**src/rtl/tcwf_pkg.sv**
```systemverilog
package tcwf_pkg;

  localparam int unsigned BYTE_BITS  = 8;
  localparam int unsigned TOTAL_BITS = 24;
  localparam int unsigned SLOTS      = 3;

  localparam logic [BYTE_BITS-1:0] CH_NUL       = 8'h00;
  localparam logic [BYTE_BITS-1:0] CH_TAB       = 8'h09;
  localparam logic [BYTE_BITS-1:0] CH_NEWLINE   = 8'h0A;
  localparam logic [BYTE_BITS-1:0] CH_VTAB      = 8'h0B;
  localparam logic [BYTE_BITS-1:0] CH_FORMFEED  = 8'h0C;
  localparam logic [BYTE_BITS-1:0] CH_RETURN    = 8'h0D;
  localparam logic [BYTE_BITS-1:0] CH_SPACE     = 8'h20;
  localparam logic [BYTE_BITS-1:0] CH_HASH      = 8'h23;
  localparam logic [BYTE_BITS-1:0] CH_BACKSLASH = 8'h5C;

  typedef enum logic [1:0] {
    ESC_NONE  = 2'd0,
    ESC_HELD  = 2'd1,
    ESC_SPACE = 2'd2
  } esc_t;

  // slot 0 backslash, slot 1 space, slot 2 main result
  typedef struct packed {
    logic [SLOTS-1:0]      mask;
    logic [BYTE_BITS-1:0]  main_byte;
    logic                  main_end;
    logic [TOTAL_BITS-1:0] total;
  } group_t;

  function automatic logic is_hspace(input logic [BYTE_BITS-1:0] b);
    is_hspace = (b == CH_SPACE) || (b == CH_TAB) || (b == CH_VTAB) ||
                (b == CH_FORMFEED) || (b == CH_RETURN);
  endfunction

endpackage

```
**src/rtl/tcwf_if.sv**
```systemverilog
interface tcwf_in_if;
  logic                           valid;
  logic                           ready;
  logic [tcwf_pkg::BYTE_BITS-1:0] text_byte;

  modport source (output valid, output text_byte, input ready);
  modport sink   (input valid, input text_byte, output ready);
endinterface

interface tcwf_out_if;
  logic                            valid;
  logic                            ready;
  logic [tcwf_pkg::BYTE_BITS-1:0]  out_byte;
  logic [tcwf_pkg::TOTAL_BITS-1:0] newline_total;
  logic                            end_of_text;
  logic                            last_of_run;

  modport source (output valid, output out_byte, output newline_total,
                  output end_of_text, output last_of_run, input ready);
  modport sink   (input valid, input out_byte, input newline_total,
                  input end_of_text, input last_of_run, output ready);
endinterface

```
**src/rtl/tcwf_core.sv**
```systemverilog
module tcwf_core #(
  parameter int unsigned COUNT_BITS = 24
) (
  input  logic                           clk,
  input  logic                           rst,
  input  logic                           in_valid,
  input  logic [tcwf_pkg::BYTE_BITS-1:0] in_byte,
  output logic                           in_ready,
  input  logic                           can_take,
  output logic                           load,
  output tcwf_pkg::group_t               grp
);

  logic                           s1_valid;
  logic [tcwf_pkg::BYTE_BITS-1:0] s1_byte;

  logic                  space_pending, space_pending_next;
  logic                  inside_comment, inside_comment_next;
  tcwf_pkg::esc_t        escape_phase, escape_phase_next;
  logic                  emitted_any, emitted_any_next;
  logic                  last_was_newline, last_was_newline_next;
  logic [COUNT_BITS-1:0] newline_counter, newline_counter_next;

  logic                  proceed;
  logic                  flush_bs;
  logic                  flush_sp;
  logic                  main_emit;
  logic                  main_end;
  logic [tcwf_pkg::BYTE_BITS-1:0] main_byte;
  logic                  em_mid;
  logic                  lnl_mid;
  logic [COUNT_BITS-1:0] count_out;

  assign load     = s1_valid && can_take;
  assign in_ready = !s1_valid || can_take;

  always_ff @(posedge clk) begin
    if (rst) begin
      s1_valid <= 1'b0;
    end else if (in_ready) begin
      s1_valid <= in_valid;
    end
    if (in_ready && in_valid) begin
      s1_byte <= in_byte;
    end
  end

  always_comb begin
    proceed               = 1'b1;
    flush_bs              = 1'b0;
    flush_sp              = 1'b0;
    main_emit             = 1'b0;
    main_end              = 1'b0;
    main_byte             = s1_byte;
    space_pending_next    = space_pending;
    inside_comment_next   = inside_comment;
    escape_phase_next     = escape_phase;
    emitted_any_next      = emitted_any;
    last_was_newline_next = last_was_newline;
    newline_counter_next  = newline_counter;

    if (inside_comment) begin
      if (s1_byte == tcwf_pkg::CH_NEWLINE) begin
        inside_comment_next = 1'b0;
      end else if (s1_byte != tcwf_pkg::CH_NUL) begin
        proceed = 1'b0;
      end
    end else if (escape_phase != tcwf_pkg::ESC_NONE) begin
      if (s1_byte == tcwf_pkg::CH_NEWLINE) begin
        escape_phase_next = tcwf_pkg::ESC_NONE;
        proceed = 1'b0;
      end else if (tcwf_pkg::is_hspace(s1_byte)) begin
        escape_phase_next = tcwf_pkg::ESC_SPACE;
        proceed = 1'b0;
      end else begin
        flush_bs           = 1'b1;
        flush_sp           = (escape_phase == tcwf_pkg::ESC_SPACE);
        space_pending_next = flush_sp;
        escape_phase_next  = tcwf_pkg::ESC_NONE;
      end
    end

    em_mid  = emitted_any | flush_bs;
    lnl_mid = flush_bs ? 1'b0 : last_was_newline;
    emitted_any_next      = em_mid;
    last_was_newline_next = lnl_mid;

    if (proceed) begin
      if (s1_byte == tcwf_pkg::CH_NUL) begin
        main_emit = 1'b1;
        main_end  = 1'b1;
        main_byte = tcwf_pkg::CH_NUL;
      end else if (s1_byte == tcwf_pkg::CH_BACKSLASH) begin
        escape_phase_next = tcwf_pkg::ESC_HELD;
      end else if (s1_byte == tcwf_pkg::CH_HASH) begin
        inside_comment_next = 1'b1;
        space_pending_next  = 1'b0;
      end else if (s1_byte == tcwf_pkg::CH_NEWLINE) begin
        if (em_mid && !lnl_mid) begin
          main_emit = 1'b1;
          emitted_any_next      = 1'b1;
          last_was_newline_next = 1'b1;
          if (newline_counter != '1) begin
            newline_counter_next = newline_counter + 1'b1;
          end
        end
      end else if (tcwf_pkg::is_hspace(s1_byte)) begin
        if (!space_pending_next) begin
          main_emit = 1'b1;
          main_byte = tcwf_pkg::CH_SPACE;
          space_pending_next    = 1'b1;
          emitted_any_next      = 1'b1;
          last_was_newline_next = 1'b0;
        end
      end else begin
        main_emit = 1'b1;
        space_pending_next    = 1'b0;
        emitted_any_next      = 1'b1;
        last_was_newline_next = 1'b0;
      end
    end

    count_out = newline_counter_next;

    // end of text returns the whole state to its reset value
    if (main_end) begin
      space_pending_next    = 1'b0;
      inside_comment_next   = 1'b0;
      escape_phase_next     = tcwf_pkg::ESC_NONE;
      emitted_any_next      = 1'b0;
      last_was_newline_next = 1'b0;
      newline_counter_next  = '0;
    end
  end

  always_comb begin
    grp.mask      = {main_emit, flush_sp, flush_bs};
    grp.main_byte = main_byte;
    grp.main_end  = main_end;
    grp.total     = tcwf_pkg::TOTAL_BITS'(count_out);
  end

  always_ff @(posedge clk) begin
    if (rst) begin
      space_pending    <= 1'b0;
      inside_comment   <= 1'b0;
      escape_phase     <= tcwf_pkg::ESC_NONE;
      emitted_any      <= 1'b0;
      last_was_newline <= 1'b0;
      newline_counter  <= '0;
    end else if (load) begin
      space_pending    <= space_pending_next;
      inside_comment   <= inside_comment_next;
      escape_phase     <= escape_phase_next;
      emitted_any      <= emitted_any_next;
      last_was_newline <= last_was_newline_next;
      newline_counter  <= newline_counter_next;
    end
  end

endmodule

```
**src/rtl/tcwf_burst.sv**
```systemverilog
module tcwf_burst (
  input  logic                    clk,
  input  logic                    rst,
  input  logic                    load,
  input  tcwf_pkg::group_t        grp,
  output logic                    can_take,
  tcwf_out_if.source              res
);

  logic [tcwf_pkg::SLOTS-1:0]      mask;
  logic [tcwf_pkg::BYTE_BITS-1:0]  main_byte;
  logic                            main_end;
  logic [tcwf_pkg::TOTAL_BITS-1:0] total;

  logic [tcwf_pkg::SLOTS-1:0] low_bit;
  logic [tcwf_pkg::SLOTS-1:0] mask_next;
  logic                       take;

  assign low_bit   = mask & (~mask + 1'b1);
  assign take      = res.valid && res.ready;
  assign mask_next = take ? (mask & ~low_bit) : mask;
  assign can_take  = (mask_next == '0);

  assign res.valid         = |mask;
  assign res.out_byte      = mask[0] ? tcwf_pkg::CH_BACKSLASH :
                             mask[1] ? tcwf_pkg::CH_SPACE : main_byte;
  assign res.newline_total = total;
  assign res.end_of_text   = !mask[0] && !mask[1] && main_end;
  assign res.last_of_run   = (mask & ~low_bit) == '0;

  always_ff @(posedge clk) begin
    if (rst) begin
      mask <= '0;
    end else if (load) begin
      mask <= grp.mask;
    end else begin
      mask <= mask_next;
    end
    if (load) begin
      main_byte <= grp.main_byte;
      main_end  <= grp.main_end;
      total     <= grp.total;
    end
  end

endmodule

```
**src/rtl/text_comment_whitespace_filter_unit.sv**
```systemverilog
// channel    dir  payload                                          transaction
// text_in    in   text_byte[7:0]                                   one input byte
// result_out out  out_byte[7:0] newline_total[23:0] end_of_text    one result byte
//                 last_of_run
// a byte is registered, decoded in the next cycle and its zero to three results
// are held in a result register that shows one result per cycle while result_out is ready
// throughput is one byte per cycle while each byte yields at most one result and result_out is ready;
// a byte that flushes a held backslash and space occupies the result register
// until all of its results, up to three, have been taken
// rst is synchronous and clears the filter state and both valid flags
module text_comment_whitespace_filter_unit #(
  parameter int unsigned COUNT_BITS = 24
) (
  input  logic          clk,
  input  logic          rst,
  tcwf_in_if.sink       text_in,
  tcwf_out_if.source    result_out
);

  tcwf_pkg::group_t grp;
  logic             load;
  logic             can_take;

  tcwf_core #(
    .COUNT_BITS (COUNT_BITS)
  ) u_core (
    .clk      (clk),
    .rst      (rst),
    .in_valid (text_in.valid),
    .in_byte  (text_in.text_byte),
    .in_ready (text_in.ready),
    .can_take (can_take),
    .load     (load),
    .grp      (grp)
  );

  tcwf_burst u_burst (
    .clk      (clk),
    .rst      (rst),
    .load     (load),
    .grp      (grp),
    .can_take (can_take),
    .res      (result_out)
  );

endmodule

```
**src/flat_wrapper.sv**
```systemverilog
// flat-port wrapper written by rule: the top's interface ports become plain ports
module text_comment_whitespace_filter_unit_flat 
#(
  parameter int unsigned COUNT_BITS = 24
)
  (clk, rst, text_in_valid, text_in_text_byte, text_in_ready, result_out_valid, result_out_out_byte, result_out_newline_total, result_out_end_of_text, result_out_last_of_run, result_out_ready);
  tcwf_in_if text_in_i ();
  tcwf_out_if result_out_i ();
  input  logic clk;
  input  logic rst;
  input wire logic [$bits(text_in_i.valid)-1:0] text_in_valid;
  input wire logic [$bits(text_in_i.text_byte)-1:0] text_in_text_byte;
  output wire logic [$bits(text_in_i.ready)-1:0] text_in_ready;
  output wire logic [$bits(result_out_i.valid)-1:0] result_out_valid;
  output wire logic [$bits(result_out_i.out_byte)-1:0] result_out_out_byte;
  output wire logic [$bits(result_out_i.newline_total)-1:0] result_out_newline_total;
  output wire logic [$bits(result_out_i.end_of_text)-1:0] result_out_end_of_text;
  output wire logic [$bits(result_out_i.last_of_run)-1:0] result_out_last_of_run;
  input wire logic [$bits(result_out_i.ready)-1:0] result_out_ready;
  assign text_in_i.valid = text_in_valid;
  assign text_in_i.text_byte = text_in_text_byte;
  assign text_in_ready = text_in_i.ready;
  assign result_out_valid = result_out_i.valid;
  assign result_out_out_byte = result_out_i.out_byte;
  assign result_out_newline_total = result_out_i.newline_total;
  assign result_out_end_of_text = result_out_i.end_of_text;
  assign result_out_last_of_run = result_out_i.last_of_run;
  assign result_out_i.ready = result_out_ready;
  text_comment_whitespace_filter_unit #(.COUNT_BITS(COUNT_BITS)) u_core (.clk(clk), .rst(rst), .text_in(text_in_i), .result_out(result_out_i));
endmodule
```
**config.mk**
```make
export PLATFORM = sky130hd
export DESIGN_NAME = text_comment_whitespace_filter_unit_flat
export DESIGN_NICKNAME = d
export VERILOG_FILES = /design/src/rtl/tcwf_pkg.sv /design/src/rtl/tcwf_if.sv /design/src/rtl/tcwf_core.sv /design/src/rtl/tcwf_burst.sv /design/src/rtl/text_comment_whitespace_filter_unit.sv /design/src/flat_wrapper.sv
export SDC_FILE = /design/constraint.sdc
export NUM_CORES = 1
export LEC_CHECK = 0
export ABC_AREA = 0
export ABC_CLOCK_PERIOD_IN_PS = 2050
export BUFFER_PORTS_ARGS = -buffer_cell sky130_fd_sc_hd__buf_4
export CAP_MARGIN = 0
export CORE_ASPECT_RATIO = 1.4
export CORE_MARGIN = 3
export CORE_UTILIZATION = 53
export DETAILED_ROUTE_END_ITERATION = 7
export PLACE_DENSITY = 0.81
export SYNTH_ARGS = -nofsm -noshare
export SYNTH_HDL_FRONTEND = slang
export SYNTH_SLANG_ARGS = --single-unit
export TNS_END_PERCENT = 5
```
**constraint.sdc**
```tcl
create_clock -name clk -period 2.05 [get_ports clk]
set_input_delay 0.5125 -clock clk [delete_from_list [all_inputs] [get_ports clk]]
set_output_delay 0.5125 -clock clk [all_outputs]
set_load 0.02 [all_outputs]
```
Yosys cells after proc, flatten, opt, wreduce, memory -nomap -nowiden
Index checks and enable logic that the tools add are counted.
{ "classes": {"addsub": 2, "n_eq_ne": 10, "n_mux": 86, "bitwise": 5, "n_reduce_logical": 21} }
{ "op_table": {"columns": ["operator", "n"], "rows": [
  ["24-bit 2-to-1 mux", 8],
  ["8-bit 2-to-1 mux", 9],
  ["1-bit 2-to-1 mux", 59],
  ["8-bit by 4-bit equality test with 1-bit output, second input constant", 5],
  ["24-bit by 1-bit adder with 24-bit output, second input constant", 1],
  ["24-bit inequality test, second input constant", 1],
  ["8-bit by 6-bit equality test with 1-bit output, second input constant", 2],
  ["2-bit 2-to-1 mux", 8],
  ["8-bit by 7-bit equality test with 1-bit output, second input constant", 1],
  ["8-bit zero test", 1],
  ["8-bit nonzero test", 1],
  ["3-bit AND", 2],
  ["1-bit logical AND", 6],
  ["3-bit zero test", 2],
  ["3-bit 2-to-1 mux", 2],
  ["3-bit inverter", 2],
  ["1-bit logical OR", 5],
  ["1-bit zero test", 4],
  ["3-bit by 1-bit adder with 3-bit output, second input constant", 1],
  ["3-bit OR reduction", 1],
  ["2-bit equality test, second input constant", 1],
  ["2-bit nonzero test", 1],
  ["1-bit OR", 1]
]} }
{ "word_totals": {"ff_bits": 75, "wordCells": 136} }

Logic depth before layout (Yosys ltp)
{ "logic_depth": {"word_depth": 19, "depth_mapped": 9, "ltp_nobuf": 7} }

Cells and area by module
A second synthesis with hierarchy kept.
{ "hier_totals": {"hier_cells": 405, "area_unflattened_um2": 3973.8} }
{ "modules_own_cells": {"columns": ["module", "instances", "cells_per_inst", "area_per_inst_um2", "seq_area_each_um2"], "rows": [
  ["tcwf_core", 1, 338, 2743.9, 860.8],
  ["tcwf_burst", 1, 67, 1229.9, 1051.0]
]} }

Least setup slack after synthesis
Ideal clock, no wire load.
{ "synth_timing": {"path_kind": "register -> register", "start": "register u_core.u_core.newline_counter[0]", "end": "register u_core.u_burst.total (netlist bit u_core.u_burst.res.newline_total[15]) (data pin)", "t_arrival_ns": 1.966, "setup_slack_ns": -0.177, "path_stages_with_launch": 9, "path_buffers": 1, "cell_sequence": "dfxtp_1 -> ha_1 -> and3_4 -> and4_4 -> buf_6 -> a2111oi_4 -> and2_2 -> nand2_1 -> xnor2_1"} }
{ "synth_lines": {"columns": ["item", "line", "source"], "rows": [
  ["from (decl)", "tcwf_core.sv:22", "logic [COUNT_BITS-1:0] newline_counter, newline_counter_next;"],
  ["from (signal assigned)", "tcwf_core.sv:157", "newline_counter <= newline_counter_next;"],
  ["to (signal assigned)", "tcwf_burst.sv:42", "total <= grp.total;"],
  ["to (decl)", "tcwf_burst.sv:13", "logic [tcwf_pkg::TOTAL_BITS-1:0] total;"]
]} }

==> summary.md <==
| Metric | Value |
|---|---|
| Yosys cell types | `~60` |
| CTS H-tree depth | `3` |
| Period utilization | `1.10` |
| CORE AREA | `just over 7000 sq um` |
| CP max stage cell | `or4_4` |
| Hold WC Path Type | `primary input to flip-flop` |
| Met1 usage in global routing | `0.267` |
| CTS sink count | `75` |
| Final HPWL DP | `roughly 8000 um` |
| Failing checks | `setup timing` |
| Nets | `roughly 550` |
| Grt total ovfl | `0` |
| Footprint of the multi-input gates | `1990 sq um` |
| Synth area leader | `edfxtp_1` |
| Final hold vios | `0` |
| Synth area leaders | `edfxtp_1, dfxtp_1, xnor2_1` |
| Skew-Pair Late Insertion Delay | `approximately 0.37 ns` |
| Final worst slack | `-0.214 ns` |
| Synth Flop Type | `edfxtp_1` |
| Fin util | `0.758` |
| Post-synth top cells | `edfxtp_1, nand2_1, dfxtp_1` |
| Global-route layer with the greatest usage | `met2` |
| Max-cap violations | `0` |
| CTS root buffer | `clkbuf_8` |
| Place WS | `-0.285 ns` |
| Share of layout cells above drive strength 1 | `0.372` |
| CTS tree | `yes` |
| GPL Wtd Cong | `between 0.9 and 1` |
| Routed via count | `~3800` |
| Clk slew on worst S/H paths | `around 0.080 ns` |
| Crit-path max cell delay | `0.54 ns` |
| TNS Setup | `-6.00 ns` |
| DIE AREA | `about 8600 sq um` |
| Largest net degree at the start of global routing | `22` |
| Leak | `between 2 and 2.5 nW` |
| Slew @ Worst Pin | `0.467 ns` |
| Crit path max fanout | `7` |
| Yosys warns | `0` |
| Met2 GRT Util | `0.487` |
| Detail Route Antenna Nets | `0` |
| Routed vias/inst | `between 5 and 6` |
| WP data required | `2.17 ns` |
| First-pass GRT wire length | `17600 um` |
| Tot GR Track Use | `0.268` |
| Fmax achieved | `around 0.44 GHz` |
| CTS Buf Count | `9` |
| Share of the synthesized area in the top cell type | `0.310` |
| Rel. slew slack | `0.686` |
| Reg area | `~1900 sq um` |
| Slew Limit Fails | `0` |
| CP Cell Sequence | `or4_4 > or3_4 > inv_2 > buf_12 > nor3_1 > nand3_1 > buf_4 > xnor2_1` |
| Drt pass-1 iters | `6` |
| RSZ-0062 raised after global routing | `true` |
| Final setup vio count | `52` |
| Rows | `36` |
| Input/output buffers | `47` |
| Syn Area/Cell | `~9.7 sq um` |
| Cell Area, Synth | `~4000 sq um` |
| Routed wire length | `approximately 11000 um` |
| Post-synthesis cell count | `around 400` |
| DR WL/cell | `17.1 um` |
| Diodes inserted | `0` |
| Area growth, synth to finish | `35.9%` |
| Async set-reset flop share out of synthesis | `0` |
| Initial antenna violation count | `0` |
| PD cells | `~600 nW/um^2` |
| Io pins | `48` |
| Max rail drop VDD | `522 uV` |
| Initial DRC Count | `roughly 300` |
| CTS Hold Bufs | `0` |
| Period minus WS final | `~2.3 ns` |
| WP data arrival | `roughly 2.4 ns` |
| Most common cell in the synthesized netlist | `edfxtp_1` |
| Sequential cell area fraction in the yosys report | `0.482` |
| Post-synth EDFFs | `41` |
| Setup crit end kind | `flip-flop` |
| Number of global-route vias before repair | `roughly 3800` |
| Fill count | `543` |
| CP startpoint kind | `flip-flop` |
| Seq cells post-synth | `between 70 and 80` |
| Crit Path Category | `flip-flop to flip-flop` |
| Status | `finished with violations` |
| Max Clock Skew | `between 0.01 and 0.015 ns` |
| Die H | `~110 um` |
| Syn nets | `422` |
| Die width | `79.1 um` |
| DRC errors left | `0` |
| Bufs on Longest Clock Path | `2` |
| Met3 GRT Util | `0.0508` |
| Initial core utilization | `0.558` |
==> through the flow <==
step | total power [W] | std cells | hold slack [ns] | area (sq um)
2_1_floorplan | 0.00193 | 409 | 0.478 | 3990
3_3_place_gp | 0.00216 | 617 | 0.464 | 5070
3_5_place_dp | 0.00217 | 617 | 0.474 | 5070
4_1_cts | 0.00325 | 636 | 0.309 | 5340
5_1_grt | 0.00335 | 638 | 0.311 | 5390
6_report | 0.00325 | 638 | 0.317 | 5390
==> critical path, delay by kind of cell, from the launching register on <==
family	cells	cell delay (ns)
xor+xnor	1	0.05
buf+inv	3	0.36
flops	1	0.46
simple gates	4	1.14
==> cells in the final DEF (no fill, tap or decap), drive strengths merged, types with 2 or more instances in the layout <==
| master | netlist | routed |
|---|---|---|
| xor2 | 3 | 3 |
| a21o | 7 | 7 |
| clkbuf | 13 | 12 |
| nand4b | 2 | 2 |
| nor2 | 26 | 26 |
| nor4 | 8 | 8 |
| a211oi | 2 | 2 |
| o31ai | 8 | 8 |
| inv | 10 | 10 |
| a2111oi | 2 | 2 |
| dfxtp | 34 | 34 |
| and4 | 5 | 5 |
| xnor2 | 21 | 21 |
| nor4bb | 3 | 3 |
| a22o | 2 | 2 |
| clkinv | 0 | 4 |
| and2 | 14 | 14 |
| and4b | 2 | 2 |
| edfxtp | 41 | 41 |
| nand3 | 14 | 14 |
| nand3b | 2 | 2 |
| a32oi | 3 | 3 |
| nand2b | 6 | 6 |
| nor4b | 4 | 4 |
| mux2i | 3 | 3 |
| nand4 | 15 | 15 |
| buf | 15 | 146 |
| o21ai | 21 | 21 |
| and3 | 8 | 8 |
| or3 | 10 | 10 |
| nor3 | 12 | 12 |
| a31oi | 14 | 14 |
| or4 | 2 | 2 |
| nand2 | 36 | 36 |
| nor2b | 5 | 5 |
| a21oi | 23 | 23 |
==> worst paths after layout <==
path,startpoint,end,slack (ns),depth (start not counted)
worst min register to register,u_core.u_core.newline_counter[10]$_SDFFE_PP0P_,u_core.u_core.newline_counter[10]$_SDFFE_PP0P_,0.50,1
worst max register to register,u_core.u_core.s1_byte[0]$_DFFE_PP_,u_core.u_burst.res.newline_total[22]$_DFFE_PP_,-0.21,8
worst max-delay path,u_core.u_core.s1_byte[0]$_DFFE_PP_,u_core.u_burst.res.newline_total[22]$_DFFE_PP_,-0.21,8
worst min-delay path,text_in_text_byte[6],u_core.u_core.s1_byte[6]$_DFFE_PP_,0.32,1
==> area by class of cell <==
cell class / instances / area share
timing repair buffer: 146 / 0.212
tap: 95 / 0.0220
clock inverter: 4 / 0.00441
multi-input combinational: 296 / 0.369
clock buffer: 12 / 0.0306
inverter: 10 / 0.00696
sequential: 75 / 0.355
==> repair_timing <==
action / 4_1_cts / 5_1_grt
resized for setup: 21 / 15
pin swaps: 8 / 10
buffers inserted: 3 / 2
gates cloned: 0 / 0
setup endpoints to repair: 62 / 63
==> cells by family after synthesis <==
logic type	after synthesis	share of synthesized area
adders and majority gates	1	0.00315
buffers and inverters	38	0.0451
AOI/OAI and AO/OA	92	0.151
muxes	3	0.00756
xor gates and xnor gates	24	0.0529
and+or+nand+nor	176	0.258
DFF	75	0.482
==> sequential cells by signal, indices dropped and copies added (netlist names), 2 cells and up <==
name and cells:
u_core.u_core.s1_byte 8, u_core.u_burst.main_byte 8, u_core.u_core.escape_phase 2, u_core.u_core.newline_counter 24, u_core.u_burst.mask 3, u_core.u_burst.res.newline_total 24
==> per-layer routing <==
metal / vias to the layer above / share of wire
li1: 1786 / -
met2: 137 / 0.53
met1: 1789 / 0.36
met5: - / 0
met3: 54 / 0.044
met4: 0 / 0.062
==> report_power, final <==
group,total (W),switching (W),internal [W]
logic,0.000475,0.000265,0.000210
clock network,0.00109,0.000557,0.000534
registers,0.00168,0.0000291,0.00166
No activity file was read; power rests on OpenSTA's default activity.
